`config.mk`:
```
export PLATFORM = sky130hd
export DESIGN_NAME = crc8_checked_ascii_frame_receiver
export DESIGN_NICKNAME = d
export VERILOG_FILES = /design/src/design/crc8cafr_pkg.sv /design/src/design/crc8cafr_in_skid.sv /design/src/design/crc8cafr_parser.sv /design/src/design/crc8cafr_out_stage.sv /design/src/design/crc8_checked_ascii_frame_receiver.sv
export VERILOG_INCLUDE_DIRS = /design/src /design/src/design
export SDC_FILE = /design/constraint.sdc
export NUM_CORES = 1
export LEC_CHECK = 0
export ABC_AREA = 0
export ABC_CLOCK_PERIOD_IN_PS = 2700
export BUFFER_PORTS_ARGS = -buffer_cell sky130_fd_sc_hd__buf_2
export CAP_MARGIN = 20
export CORE_MARGIN = 1
export CORE_UTILIZATION = 54
export CTS_CLUSTER_SIZE = 20
export DETAILED_ROUTE_END_ITERATION = 16
export PLACE_DENSITY = 0.8
export SKIP_CTS_REPAIR_TIMING = 1
export SYNTH_ARGS = -nofsm -noshare
export SYNTH_HDL_FRONTEND = slang
export SYNTH_SLANG_ARGS = --single-unit
```
`constraint.sdc`:
```
create_clock -name aclk -period 2.7 [get_ports aclk]
set_clock_uncertainty 0.2 [all_clocks]
set_input_delay 0.27 -clock aclk [delete_from_list [all_inputs] [get_ports aclk]]
set_output_delay 0.27 -clock aclk [all_outputs]
set_load 0.05 [all_outputs]
```
`src/design/crc8_checked_ascii_frame_receiver_defines.svh`:
```
// ----------------------------------------------------------------------------
// crc8_checked_ascii_frame_receiver_defines.svh
// Assertion macros shared by the frame receiver modules.
// ----------------------------------------------------------------------------
`ifndef CRC8_CHECKED_ASCII_FRAME_RECEIVER_DEFINES_SVH
`define CRC8_CHECKED_ASCII_FRAME_RECEIVER_DEFINES_SVH

// Same-cycle implication, sampled on aclk and disabled while reset is active.
`define CRC8CAFR_ASSERT_NOW(lbl, ante, cons) \
    lbl: assert property (@(posedge aclk) disable iff (!aresetn) (ante) |-> (cons)) \
        else $error("crc8cafr: assertion failed");

// Next-cycle implication, sampled on aclk and disabled while reset is active.
`define CRC8CAFR_ASSERT_NEXT(lbl, ante, cons) \
    lbl: assert property (@(posedge aclk) disable iff (!aresetn) (ante) |=> (cons)) \
        else $error("crc8cafr: assertion failed");

`endif

```
`src/design/crc8cafr_pkg.sv`:
```
// ----------------------------------------------------------------------------
// crc8cafr_pkg
// Types, character codes and CRC-8 helpers for the ASCII frame receiver.
// ----------------------------------------------------------------------------
package crc8cafr_pkg;

    localparam logic [7:0] CRC_POLY = 8'h07;

    localparam logic [7:0] CH_W    = 8'h77;
    localparam logic [7:0] CH_R    = 8'h72;
    localparam logic [7:0] CH_Z    = 8'h7A;
    localparam logic [7:0] CH_STAR = 8'h2A;
    localparam logic [7:0] CH_CR   = 8'h0D;
    localparam logic [7:0] CH_LF   = 8'h0A;
    localparam logic [7:0] CH_0    = 8'h30;
    localparam logic [7:0] CH_9    = 8'h39;
    localparam logic [7:0] CH_UA   = 8'h41;
    localparam logic [7:0] CH_UF   = 8'h46;
    localparam logic [7:0] CH_LA   = 8'h61;
    localparam logic [7:0] CH_LF_F = 8'h66;

    localparam int unsigned HDR_LEN       = 3;
    localparam logic [1:0]  HDR_LAST_BEAT = 2'd2;

    typedef enum logic [1:0] {
        ST_CONTINUE = 2'd0,
        ST_GOOD     = 2'd1,
        ST_BAD      = 2'd2,
        ST_ABORT    = 2'd3
    } status_t;

    // One result from the parser; hdr expands into the three header beats.
    typedef struct packed {
        logic       emit;
        logic       hdr;
        logic [7:0] frame_byte;
        logic       last;
        status_t    status;
        logic [7:0] crc;
    } res_t;

    // Hex digit decode: {valid, value}.
    typedef struct packed {
        logic       valid;
        logic [3:0] value;
    } hex_t;

    function automatic logic [7:0] crc8_update(input logic [7:0] crc, input logic [7:0] b);
        logic [7:0] c;
        c = crc ^ b;
        for (int i = 0; i < 8; i++) begin
            c = c[7] ? ((c << 1) ^ CRC_POLY) : (c << 1);
        end
        return c;
    endfunction

    function automatic hex_t hex_decode(input logic [7:0] b);
        hex_t h;
        h = '0;
        if (b inside {[CH_0:CH_9]}) begin
            h.valid = 1'b1;
            h.value = 4'(b - CH_0);
        end else if (b inside {[CH_UA:CH_UF]}) begin
            h.valid = 1'b1;
            h.value = 4'(b - CH_UA + 8'd10);
        end else if (b inside {[CH_LA:CH_LF_F]}) begin
            h.valid = 1'b1;
            h.value = 4'(b - CH_LA + 8'd10);
        end
        return h;
    endfunction

    localparam logic [7:0] HDR_CRC = crc8_update(crc8_update(crc8_update(8'h00, CH_W), CH_R), CH_Z);

endpackage

```
`src/design/crc8cafr_in_skid.sv`:
```
// ----------------------------------------------------------------------------
// crc8cafr_in_skid
// Input register with a skid entry, so that s_tready comes from a flop.
// ----------------------------------------------------------------------------
module crc8cafr_in_skid (
    input  logic       aclk,
    input  logic       aresetn,
    input  logic       s_tvalid,
    output logic       s_tready,
    input  logic [7:0] s_tdata,
    output logic       byte_valid,
    input  logic       byte_ready,
    output logic [7:0] byte_data
);

    logic       main_valid_reg;
    logic [7:0] main_data_reg;
    logic       skid_valid_reg;
    logic [7:0] skid_data_reg;
    logic       s_accept;

    assign s_tready   = !skid_valid_reg;
    assign s_accept   = s_tvalid && s_tready;
    assign byte_valid = main_valid_reg;
    assign byte_data  = main_data_reg;

    always_ff @(posedge aclk) begin
        if (!aresetn) begin
            main_valid_reg <= 1'b0;
            skid_valid_reg <= 1'b0;
        end else if (byte_ready || !main_valid_reg) begin
            if (skid_valid_reg) begin
                main_valid_reg <= 1'b1;
                skid_valid_reg <= 1'b0;
            end else begin
                main_valid_reg <= s_accept;
            end
        end else if (s_accept) begin
            skid_valid_reg <= 1'b1;
        end
    end

    always_ff @(posedge aclk) begin
        if (byte_ready || !main_valid_reg) begin
            main_data_reg <= skid_valid_reg ? skid_data_reg : s_tdata;
        end else if (s_accept) begin
            skid_data_reg <= s_tdata;
        end
    end

endmodule

```
`src/design/crc8cafr_parser.sv`:
```
// ----------------------------------------------------------------------------
// crc8cafr_parser
// Header search, frame state, running CRC and checksum collection.
// ----------------------------------------------------------------------------
`include "crc8_checked_ascii_frame_receiver_defines.svh"

module crc8cafr_parser #(
    parameter int MAX_FRAME_LEN = 512
) (
    input  logic                 aclk,
    input  logic                 aresetn,
    input  logic                 take,
    input  logic [7:0]           rx_byte,
    output crc8cafr_pkg::res_t   res
);
    import crc8cafr_pkg::*;

    localparam int CNT_W = $clog2(MAX_FRAME_LEN + 1);

    logic [7:0]       win0_reg, win0_next;
    logic [7:0]       win1_reg, win1_next;
    logic [CNT_W-1:0] cnt_reg, cnt_next;
    logic             in_frame_reg, in_frame_next;
    logic [7:0]       crc_reg, crc_next;
    logic             star_reg, star_next;
    logic             hex_reg, hex_next;
    logic [7:0]       rcv_reg, rcv_next;
    hex_t             hv;

    assign hv = hex_decode(rx_byte);

    always_comb begin
        win0_next     = win0_reg;
        win1_next     = win1_reg;
        cnt_next      = cnt_reg;
        in_frame_next = in_frame_reg;
        crc_next      = crc_reg;
        star_next     = star_reg;
        hex_next      = hex_reg;
        rcv_next      = rcv_reg;
        res           = '0;
        if (take) begin
            if (!in_frame_reg) begin
                if (win0_reg == CH_W && win1_reg == CH_R && rx_byte == CH_Z) begin
                    in_frame_next = 1'b1;
                    cnt_next      = CNT_W'(HDR_LEN);
                    crc_next      = HDR_CRC;
                    star_next     = 1'b0;
                    hex_next      = 1'b0;
                    rcv_next      = 8'h00;
                    win0_next     = 8'h00;
                    win1_next     = 8'h00;
                    res.emit      = 1'b1;
                    res.hdr       = 1'b1;
                end else begin
                    win0_next = win1_reg;
                    win1_next = rx_byte;
                end
            end else begin
                cnt_next = cnt_reg + CNT_W'(1);
                if (!star_reg) begin
                    if (rx_byte == CH_STAR) begin
                        star_next = 1'b1;
                        hex_next  = 1'b1;
                        rcv_next  = 8'h00;
                    end else begin
                        crc_next = crc8_update(crc_reg, rx_byte);
                    end
                end else if (hex_reg) begin
                    if (hv.valid) begin
                        rcv_next = {rcv_reg[3:0], hv.value};
                    end else begin
                        hex_next = 1'b0;
                    end
                end
                res.emit       = 1'b1;
                res.frame_byte = rx_byte;
                if (cnt_next >= CNT_W'(MAX_FRAME_LEN) ||
                    rx_byte == CH_CR || rx_byte == CH_LF) begin
                    res.last = 1'b1;
                    res.crc  = crc_next;
                    if (cnt_next >= CNT_W'(MAX_FRAME_LEN)) begin
                        res.status = ST_ABORT;
                    end else if (star_next && rcv_next == crc_next) begin
                        res.status = ST_GOOD;
                    end else begin
                        res.status = ST_BAD;
                    end
                    // Leaving the frame clears everything, header window included.
                    in_frame_next = 1'b0;
                    cnt_next      = '0;
                    crc_next      = 8'h00;
                    star_next     = 1'b0;
                    hex_next      = 1'b0;
                    rcv_next      = 8'h00;
                    win0_next     = 8'h00;
                    win1_next     = 8'h00;
                end
            end
        end
    end

    always_ff @(posedge aclk) begin
        if (!aresetn) begin
            win0_reg     <= 8'h00;
            win1_reg     <= 8'h00;
            cnt_reg      <= '0;
            in_frame_reg <= 1'b0;
            crc_reg      <= 8'h00;
            star_reg     <= 1'b0;
            hex_reg      <= 1'b0;
            rcv_reg      <= 8'h00;
        end else begin
            win0_reg     <= win0_next;
            win1_reg     <= win1_next;
            cnt_reg      <= cnt_next;
            in_frame_reg <= in_frame_next;
            crc_reg      <= crc_next;
            star_reg     <= star_next;
            hex_reg      <= hex_next;
            rcv_reg      <= rcv_next;
        end
    end

    `CRC8CAFR_ASSERT_NOW(a_idle_clear, !in_frame_reg, cnt_reg == '0 && !star_reg && crc_reg == 8'h00)
    `CRC8CAFR_ASSERT_NOW(a_hex_needs_star, hex_reg, star_reg)
    `CRC8CAFR_ASSERT_NOW(a_cnt_range, in_frame_reg, cnt_reg >= CNT_W'(HDR_LEN) && cnt_reg < CNT_W'(MAX_FRAME_LEN))

endmodule

```
`src/design/crc8cafr_out_stage.sv`:
```
// ----------------------------------------------------------------------------
// crc8cafr_out_stage
// Result register; plays a header result out as three beats.
// ----------------------------------------------------------------------------
`include "crc8_checked_ascii_frame_receiver_defines.svh"

module crc8cafr_out_stage (
    input  logic               aclk,
    input  logic               aresetn,
    input  crc8cafr_pkg::res_t res,
    output logic               load_ok,
    output logic               m_tvalid,
    input  logic               m_tready,
    output logic [15:0]        m_tdata,
    output logic               m_tlast,
    output logic [1:0]         m_tuser
);
    import crc8cafr_pkg::*;

    logic       valid_reg;
    logic [1:0] beat_reg;
    res_t       data_reg;
    logic       final_beat;
    logic [7:0] out_byte;

    assign final_beat = !data_reg.hdr || beat_reg == HDR_LAST_BEAT;
    assign load_ok    = !valid_reg || (m_tready && final_beat);

    always_comb begin
        out_byte = data_reg.frame_byte;
        if (data_reg.hdr) begin
            case (beat_reg)
                2'd0:    out_byte = CH_W;
                2'd1:    out_byte = CH_R;
                default: out_byte = CH_Z;
            endcase
        end
    end

    assign m_tvalid = valid_reg;
    assign m_tdata  = {data_reg.crc, out_byte};
    assign m_tlast  = data_reg.last;
    assign m_tuser  = data_reg.status;

    always_ff @(posedge aclk) begin
        if (!aresetn) begin
            valid_reg <= 1'b0;
            beat_reg  <= 2'd0;
        end else if (load_ok) begin
            valid_reg <= res.emit;
            beat_reg  <= 2'd0;
        end else if (m_tready) begin
            beat_reg <= beat_reg + 2'd1;
        end
    end

    always_ff @(posedge aclk) begin
        if (load_ok) begin
            data_reg <= res;
        end
    end

    `CRC8CAFR_ASSERT_NOW(a_beat_only_hdr, beat_reg != 2'd0, valid_reg && data_reg.hdr)
    `CRC8CAFR_ASSERT_NOW(a_hdr_not_last, valid_reg && data_reg.hdr, !data_reg.last && data_reg.status == ST_CONTINUE)
    `CRC8CAFR_ASSERT_NEXT(a_hdr_step, valid_reg && m_tready && data_reg.hdr && beat_reg != HDR_LAST_BEAT, valid_reg && beat_reg == $past(beat_reg) + 2'd1)

endmodule

```
`src/design/crc8_checked_ascii_frame_receiver.sv`:
```
// ----------------------------------------------------------------------------
// crc8_checked_ascii_frame_receiver
// Deframer for "wrz" ASCII sentences with a CRC-8 (poly 0x07) hex checksum.
//
//   Channel | Ports    | Contents
//   --------+----------+----------------------------------------------------
//   input   | s_t*     | tdata[7:0] = rx_byte
//   output  | m_t*     | tdata[7:0] = frame_byte, tdata[15:8] = computed_crc,
//           |          | tlast = last, tuser[1:0] = status
//
// A byte that completes the header yields three output transfers, 'w', 'r'
// and 'z', and the parser takes no new byte until the last one is accepted.
// The path is: input skid register, one pass of parse and CRC logic, result
// register. Throughput is one byte per cycle unless m_tready or a header stalls.
// Reset (aresetn low, synchronous) drops any pending transfers and clears the
// header window and all frame state. Stalls on m_tready back up through the
// result register into the two-entry input stage; s_tready is a flop output.
// ----------------------------------------------------------------------------
module crc8_checked_ascii_frame_receiver #(
    parameter int MAX_FRAME_LEN = 512
) (
    input  logic        aclk,
    input  logic        aresetn,
    // Input stream, one received byte per transfer.
    input  logic        s_tvalid,
    output logic        s_tready,
    input  logic [7:0]  s_tdata,   // [7:0] rx_byte
    // Result stream, one frame byte per transfer.
    output logic        m_tvalid,
    input  logic        m_tready,
    output logic [15:0] m_tdata,   // [7:0] frame_byte, [15:8] computed_crc
    output logic        m_tlast,   // last: the byte that ends or aborts a frame
    output logic [1:0]  m_tuser    // [1:0] status
);
    import crc8cafr_pkg::*;

    logic       byte_valid;
    logic [7:0] byte_data;
    logic       load_ok;
    logic       take;
    res_t       res;

    // The parser consumes a byte whenever the result register can be loaded
    // in the same cycle; bytes outside a frame, but for the header's last, leave it empty.
    assign take = byte_valid && load_ok;

    crc8cafr_in_skid u_in_skid (
        .aclk       (aclk),
        .aresetn    (aresetn),
        .s_tvalid   (s_tvalid),
        .s_tready   (s_tready),
        .s_tdata    (s_tdata),
        .byte_valid (byte_valid),
        .byte_ready (load_ok),
        .byte_data  (byte_data)
    );

    // Frame state, running CRC and checksum compare in a single pass.
    crc8cafr_parser #(
        .MAX_FRAME_LEN (MAX_FRAME_LEN)
    ) u_parser (
        .aclk    (aclk),
        .aresetn (aresetn),
        .take    (take),
        .rx_byte (byte_data),
        .res     (res)
    );

    // Result register; a header result is played out as 'w', 'r', 'z'.
    crc8cafr_out_stage u_out_stage (
        .aclk     (aclk),
        .aresetn  (aresetn),
        .res      (res),
        .load_ok  (load_ok),
        .m_tvalid (m_tvalid),
        .m_tready (m_tready),
        .m_tdata  (m_tdata),
        .m_tlast  (m_tlast),
        .m_tuser  (m_tuser)
    );

endmodule
```
==> results_dict.tcl, run 1 <==
set metrics [dict create \
    synth_ff_type "dfxtp_1" \
    grt_pass1_wl_mm 17.5 \
    start_util_pct 56.9 \
    whs_ns -0.0154 \
    syn_avg_cell_area_um2 9.83 \
    max_freq_ghz 0.327 \
    slowest_stage "or4_4" \
    ir_drop_mv 0.290 \
    largest_register_ffs 10 \
    wl_per_cell_um 19.0 \
    dieHeight_um 93.1 \
    diodes 0 \
    cp_max_fo 5 \
    final_common_cell "buf_4" \
    initialDrtViolationCount 300 \
    synth_nets 475 \
    clock-sinks 86 \
    fin_crit_ns 3.06 \
    ant_nets 0 \
    final_layout_size_suffix_gt1_share_pct 37.4 \
    vias 3972 \
    antenna_found_initial 0 \
    dpl_worst_slack_ns -0.196 \
    layout_setup_ws_ns -0.357 \
    crit_chain "buf_6, o211ai_1, o211ai_4, a21oi_4, a21oi_1, or4_4, xnor2_2, nor3_2, a31oi_1" \
    grt_setup_unrepaired "true" \
    hold_viol 1 \
    critical_path_required_ns 2.61 \
    nets 589 \
    synth_area_um2 4480 \
    cts_tree "done" \
    netlist.area_leader.share_pct 24.1 \
    synthCells 456 \
    ys_ff_latch 86 \
    yosys-top-cells-area "edfxtp_1, dfxtp_1, xnor2_1" \
    p_leak_uw 0.00245 \
    syn_to_final_growth_pct 32.5 \
    fillerInstances 468 \
    first_pass_iters 5 \
    cts_buffers 9 \
    crit_type "register to register" \
    ys_types 65 \
    start_kind "register" \
    port_buffers 32 \
    die_area_um2 8670 \
    cts_max_path_buffers 2 \
    rows 32 \
    yosysTopAreaCell "edfxtp_1" \
    htree_levels 3 \
    tightest_slew_ns 0.685 \
    finalWirelength_mm 12.8 \
    synth-edff-count 36 \
    drv_slew 0 \
    path_clk_slew_ns 0.09 \
    period_share_pct 113 \
    die_w_um 93.1 \
    grt.total_usage_pct 26.5 \
    grt_max_degree 23 \
    io_pins 33 \
    ys_warn_count 0 \
    cp-end-kind "register" \
    grt_pass1_vias 3583 \
    hold_path_class "input port to register" \
    stdcell_count 677 \
    cp_top_family "compound AO/OA/AOI/OAI gates" \
    vias_per_cell 5.87 \
    layout_common_cells "buf_4, dfxtp_1, edfxtp_1" \
    root_buffer "clkbuf_8" \
    critical-path-max-stage-delay_ns 0.56 \
    post-route-drc-count 0 \
    violations "hold timing, setup timing" \
    synth-seq-area-share_pct 46.4 \
    place.gp.congestion 0.924 \
    status "complete, but fails checks" \
    slew_headroom_pct 54.2 \
    dp_hpwl_mm 7.74 \
    powerDensity_nw_per_um2 451 \
    setup_viol 10 \
    gr-total-overflow 0 \
    synthArstFlopShare_pct 0 \
    cp_data_arrival_time_ns 2.97 \
    core_region_area_um2 7890 \
    place_inst 628 \
    clk_latency_ns 0.38 \
    cp.buffers_inverters 1 \
    drv_cap 0 \
]
## logic make-up after synthesis
family	after synthesis	synth area share [%]
AND/OR/NAND/NOR	167	19.5
adder cells (fa/ha/maj)	7	1.95
AO/OA/AOI/OAI	86	13.3
multiplexers	16	3.82
buffers and inverters	55	6.39
flip-flops	86	46.4
XOR/XNOR	39	8.65
## worst register-to-register path: stages (launching register included)
cell and delay [ns]:
edfxtp_1 0.52, buf_6 0.17, o211ai_1 0.34, o211ai_4 0.16, a21oi_4 0.23, a21oi_1 0.10, or4_4 0.56, xnor2_2 0.16
nor3_2 0.23, a31oi_1 0.10
## stage by stage
step           instance area [um2]  utilization (%)  total power (uW)  hold slack (ns)  TNS (ns)
2_1_floorplan                 4510                -              1550            0.169   -0.0886
3_3_place_gp                  5180             65.7              1650            0.245    -0.187
4_1_cts                       5390             68.3              2620           -0.125     -3.13
6_report                      5940             75.3              2680          -0.0154     -1.23
3_5_place_dp                  5180             65.7              1660            0.249     -2.50
5_1_grt                       5940             75.3              2760           0.0117     -3.11
## path summary, 6_finish.rpt
kind                                           endpoint                    from  slack [ns]  cells past startpoint
worst max-delay path             u_out_stage.m_tuser[1]  u_in_skid.byte_data[5]       -0.36                      9
worst max register to register   u_out_stage.m_tuser[1]  u_in_skid.byte_data[5]       -0.36                      9
worst min register to register     u_parser.win0_reg[6]    u_parser.win0_reg[6]        0.26                      2
worst min-delay path            u_out_stage.beat_reg[1]                m_tready       -0.02                      3
## layout make-up
| class | count | area (um2) | share of cell area [%] |
|---|---|---|---|
| sequential | 86 | 2080 | 35.0 |
| clock buffer | 12 | 135 | 2.27 |
| timing repair buffer | 141 | 1080 | 18.1 |
| clock inverter | 4 | 72.6 | 1.22 |
| multi-input combinational | 315 | 2380 | 40.1 |
| inverter | 17 | 63.8 | 1.07 |
| tap | 102 | 128 | 2.15 |
## per-layer routing
layer / vias up / GRT usage [%] / routed length, um / share of wire [%]
li1: 1819 / - / - / -
met1: 1913 / 34.2 / 5300 / 41
met2: 192 / 42.9 / 6270 / 49
met3: 48 / 5.93 / 770 / 6.0
met4: 0 / 11.0 / 495 / 3.9
met5: - / 0 / 0 / 0
## Yosys cell counts, types with 2 or more instances
library cell	instances
xnor2_1	19
nor3_1	5
or2_2	4
nand4_1	5
and3_1	9
edfxtp_1	36
nand2_1	41
nor2_1	37
nand4b_1	3
o21ai_1	3
mux2_2	9
nand3_1	19
a21boi_1	3
buf_2	7
a211oi_1	4
a21oi_1	13
a21boi_0	17
a21o_1	3
nor4_1	2
nor2b_1	14
a32oi_1	4
o211ai_1	2
dfxtp_1	50
nor3b_1	6
buf_4	13
ha_1	7
mux2i_1	7
buf_6	3
xor2_1	16
inv_1	17
nand2b_1	4
o22ai_1	3
clkbuf_1	15
o21ai_0	16
and2_1	6
a31oi_1	2
xnor2_2	2
a22oi_1	3
## where the power goes
group          total [uW]  internal (uW)  switching (uW)
clock network         996            521             474
logic                 308            163             145
registers            1380           1360            18.2
Power figures use the tool's default switching activity.
==> run 2: changes to the inputs <==
Settings changed: ABC_CLOCK_PERIOD_IN_PS 2700 to unset, CORE_UTILIZATION 54 to 55, PLACE_DENSITY 0.8 to 0.81, SYNTH_HIERARCHICAL set to 1.
==> run 2 against run 1 <==
The run ends with setup timing left. Synthesized area rose by 2.3%. Clock power fell by 12%. Critical path type unchanged. Highest routed layer unchanged. Largest cell class unchanged. Setup slack gained 0.17 ns. Via count decreased by 5.3%. Non-clock buffer count fell by 35. Sequential power is essentially flat.
==> results_dict.tcl, run 2 <==
set metrics [dict create \
    status "complete, but fails checks" \
    violations "setup timing" \
    dpl_cell_area_um2 5150 \
    p_total_uw 2550 \
    clk_latency_ns 0.37 \
    grt_max_degree 29 \
    rows 32 \
    yosys.area_share.adder_pct 2.18 \
    io_pins 33 \
    synth_top_family_by_area "simple AND/OR/NAND/NOR gates" \
    yosys-top-cells-area "edfxtp_1, dfxtp_1, xnor2_1" \
    ys_warn_count 6 \
    drv_cap 0 \
    grt_pass1_wl_mm 16.6 \
    synth-edff-count 36 \
    grt_setup_unrepaired "true" \
    htree_levels 3 \
    yosysMostFrequentCell "nand2_1" \
    core_region_area_um2 7890 \
    root_buffer "clkbuf_8" \
    final_layout_size_suffix_gt1_share_pct 29.2 \
    ys_ff_latch 86 \
    synthSimpleGateAreaFrac_pct 20.8 \
    die_w_um 93.3 \
    tightest_slew_ns 0.678 \
    post-route-drc-count 0 \
    start_kind "register" \
    largest_register_ffs 10 \
    syn_avg_cell_area_um2 9.89 \
    hold_viol 0 \
    gr-total-overflow 0 \
    start_util_pct 58.2 \
    critical_path_required_ns 2.60 \
    stdcell_count 653 \
    synthTopCellsByCount "nand2_1, dfxtp_1, nor2_1" \
    ys_types 75 \
    cts_buffers 9 \
    cts_tree "done" \
    initialDrtViolationCount 226 \
    slew_headroom_pct 54.8 \
    synth-compound-area-share_pct 12.4 \
    cts_max_path_buffers 2 \
    antenna_found_initial 0 \
    crit_type "register to register" \
    fin_util_pct 70.5 \
    synthCells 464 \
    layout_setup_ws_ns -0.189 \
    wl_per_cell_um 16.7 \
    final_common_cell "buf_4" \
    whs_ns 0.00726 \
    drv_slew 0 \
    cp_max_fo 6 \
    finalWirelength_mm 10.9 \
    cp_data_arrival_time_ns 2.79 \
    synthArstFlopShare_pct 0 \
    path_clk_slew_ns 0.09 \
    synth_area_um2 4590 \
    dp_hpwl_mm 7.65 \
    vias_per_cell 5.76 \
    finalInstanceArea_um2 5560 \
    ir_drop_mv 0.457 \
    critical-path-max-stage-delay_ns 0.49 \
    synth.mux.area_fraction_pct 3.98 \
    dieHeight_um 93.3 \
    synth_nets 484 \
    period_share_pct 107 \
    first_pass_iters 6 \
    ant_nets 0 \
    hold_path_class "input port to register" \
    max_freq_ghz 0.346 \
    grt_pass1_vias 3478 \
    yosysTopAreaCell "edfxtp_1" \
    layout_common_cells "buf_4, nand2_1, dfxtp_1" \
    port_buffers 32 \
    synth-seq-area-share_pct 45.4 \
    netlist.area_leader.share_pct 23.6 \
    synth_xor_area_share_pct 9.41 \
    place.gp.congestion 0.927 \
    crit_chain "inv_2, ha_4, nor3b_2, or4_1, buf_6, a32o_1, a31o_1, xnor2_1, a211oi_2, a41oi_1" \
    clock-sinks 86 \
    fin_crit_ns 2.89 \
    grt.total_usage_pct 25.2 \
    place_inst 623 \
    diodes 0 \
    synth_ff_type "dfxtp_1" \
    die_area_um2 8710 \
    vias 3760 \
    fillerInstances 549 \
    syn_to_final_growth_pct 21.2 \
    setup_viol 2 \
    powerDensity_nw_per_um2 458 \
    nets 566 \
    p_leak_uw 0.00227 \
    cp-end-kind "register" \
    slowest_stage "or4_1" \
]
[run 2: cell count changes after synthesis, sizes merged, moves of 4 or more]
cell / change
a21oi: +22
a21boi: -17
nand2: +15
nor2b: -14
and3: +5
a22oi: +4
nand3: -4
xnor2: +4
[run 2: layout make-up]
cell class              count  area [um2]  area share, %
clock buffers              10         138           2.48
clock inverters             6        51.3          0.923
inverters                  15        58.8           1.06
multi-input cells         328        2350           42.2
flip-flops and latches     86        2080           37.4
well taps                 102         128           2.30
repair buffers            106         757           13.6
[run 2: worst paths after layout]
path | start | end | slack, ns | cells after the start
worst max-delay path | u_in_skid/byte_data[0] | u_out_stage/m_tuser[1] | -0.19 | 10
worst min register to register | u_parser/win0_reg[7] | u_parser/win0_reg[7] | 0.26 | 2
worst min-delay path | s_tvalid | u_in_skid/byte_valid | 0.007 | 3
worst max register to register | u_in_skid/byte_data[0] | u_out_stage/m_tuser[1] | -0.19 | 10
[run 2: cells by family (layout without fill, tap and decap cells)]
kind of cell	Yosys count	count (layout)
flops	86	86
xor+xnor	42	42
compound gates	88	88
simple gates	176	176
mux	14	14
fa+ha+maj	8	8
buf+inv	50	137
[run 2: through the flow]
stage	setup TNS, ns	worst slack, ns
3_3_place_gp	-0.195	-0.113
6_report	-0.329	-0.189
4_1_cts	-0.680	-0.229
3_5_place_dp	-0.364	-0.188
2_1_floorplan	-0.141	-0.0794
5_1_grt	-0.648	-0.290
[run 2: worst max-delay path, delay by kind of cell, from the launching register on]
family                     cells  cell delay [ns]
AOI/OAI and AO/OA              4             0.78
and+or+nand+nor                2             0.65
adders and majority gates      1             0.18
buffers and inverters          2             0.26
DFF                            1             0.43
xor gates and xnor gates       1             0.13
[run 2: routing by layer]
layer / wire length, um / track usage (%)
met1: 4790 / 31.7
met2: 5320 / 41.9
met3: 532 / 5.53
met4: 248 / 10.3
met5: 0 / 0
[run 2: report_power, final]
part	total, uW	leakage, uW	internal [uW]	switching, uW
logic	290	0.00136	141	149
registers	1370	0.000807	1360	13.5
clock network	881	0.000101	376	505
total	2550	0.00227	1880	668
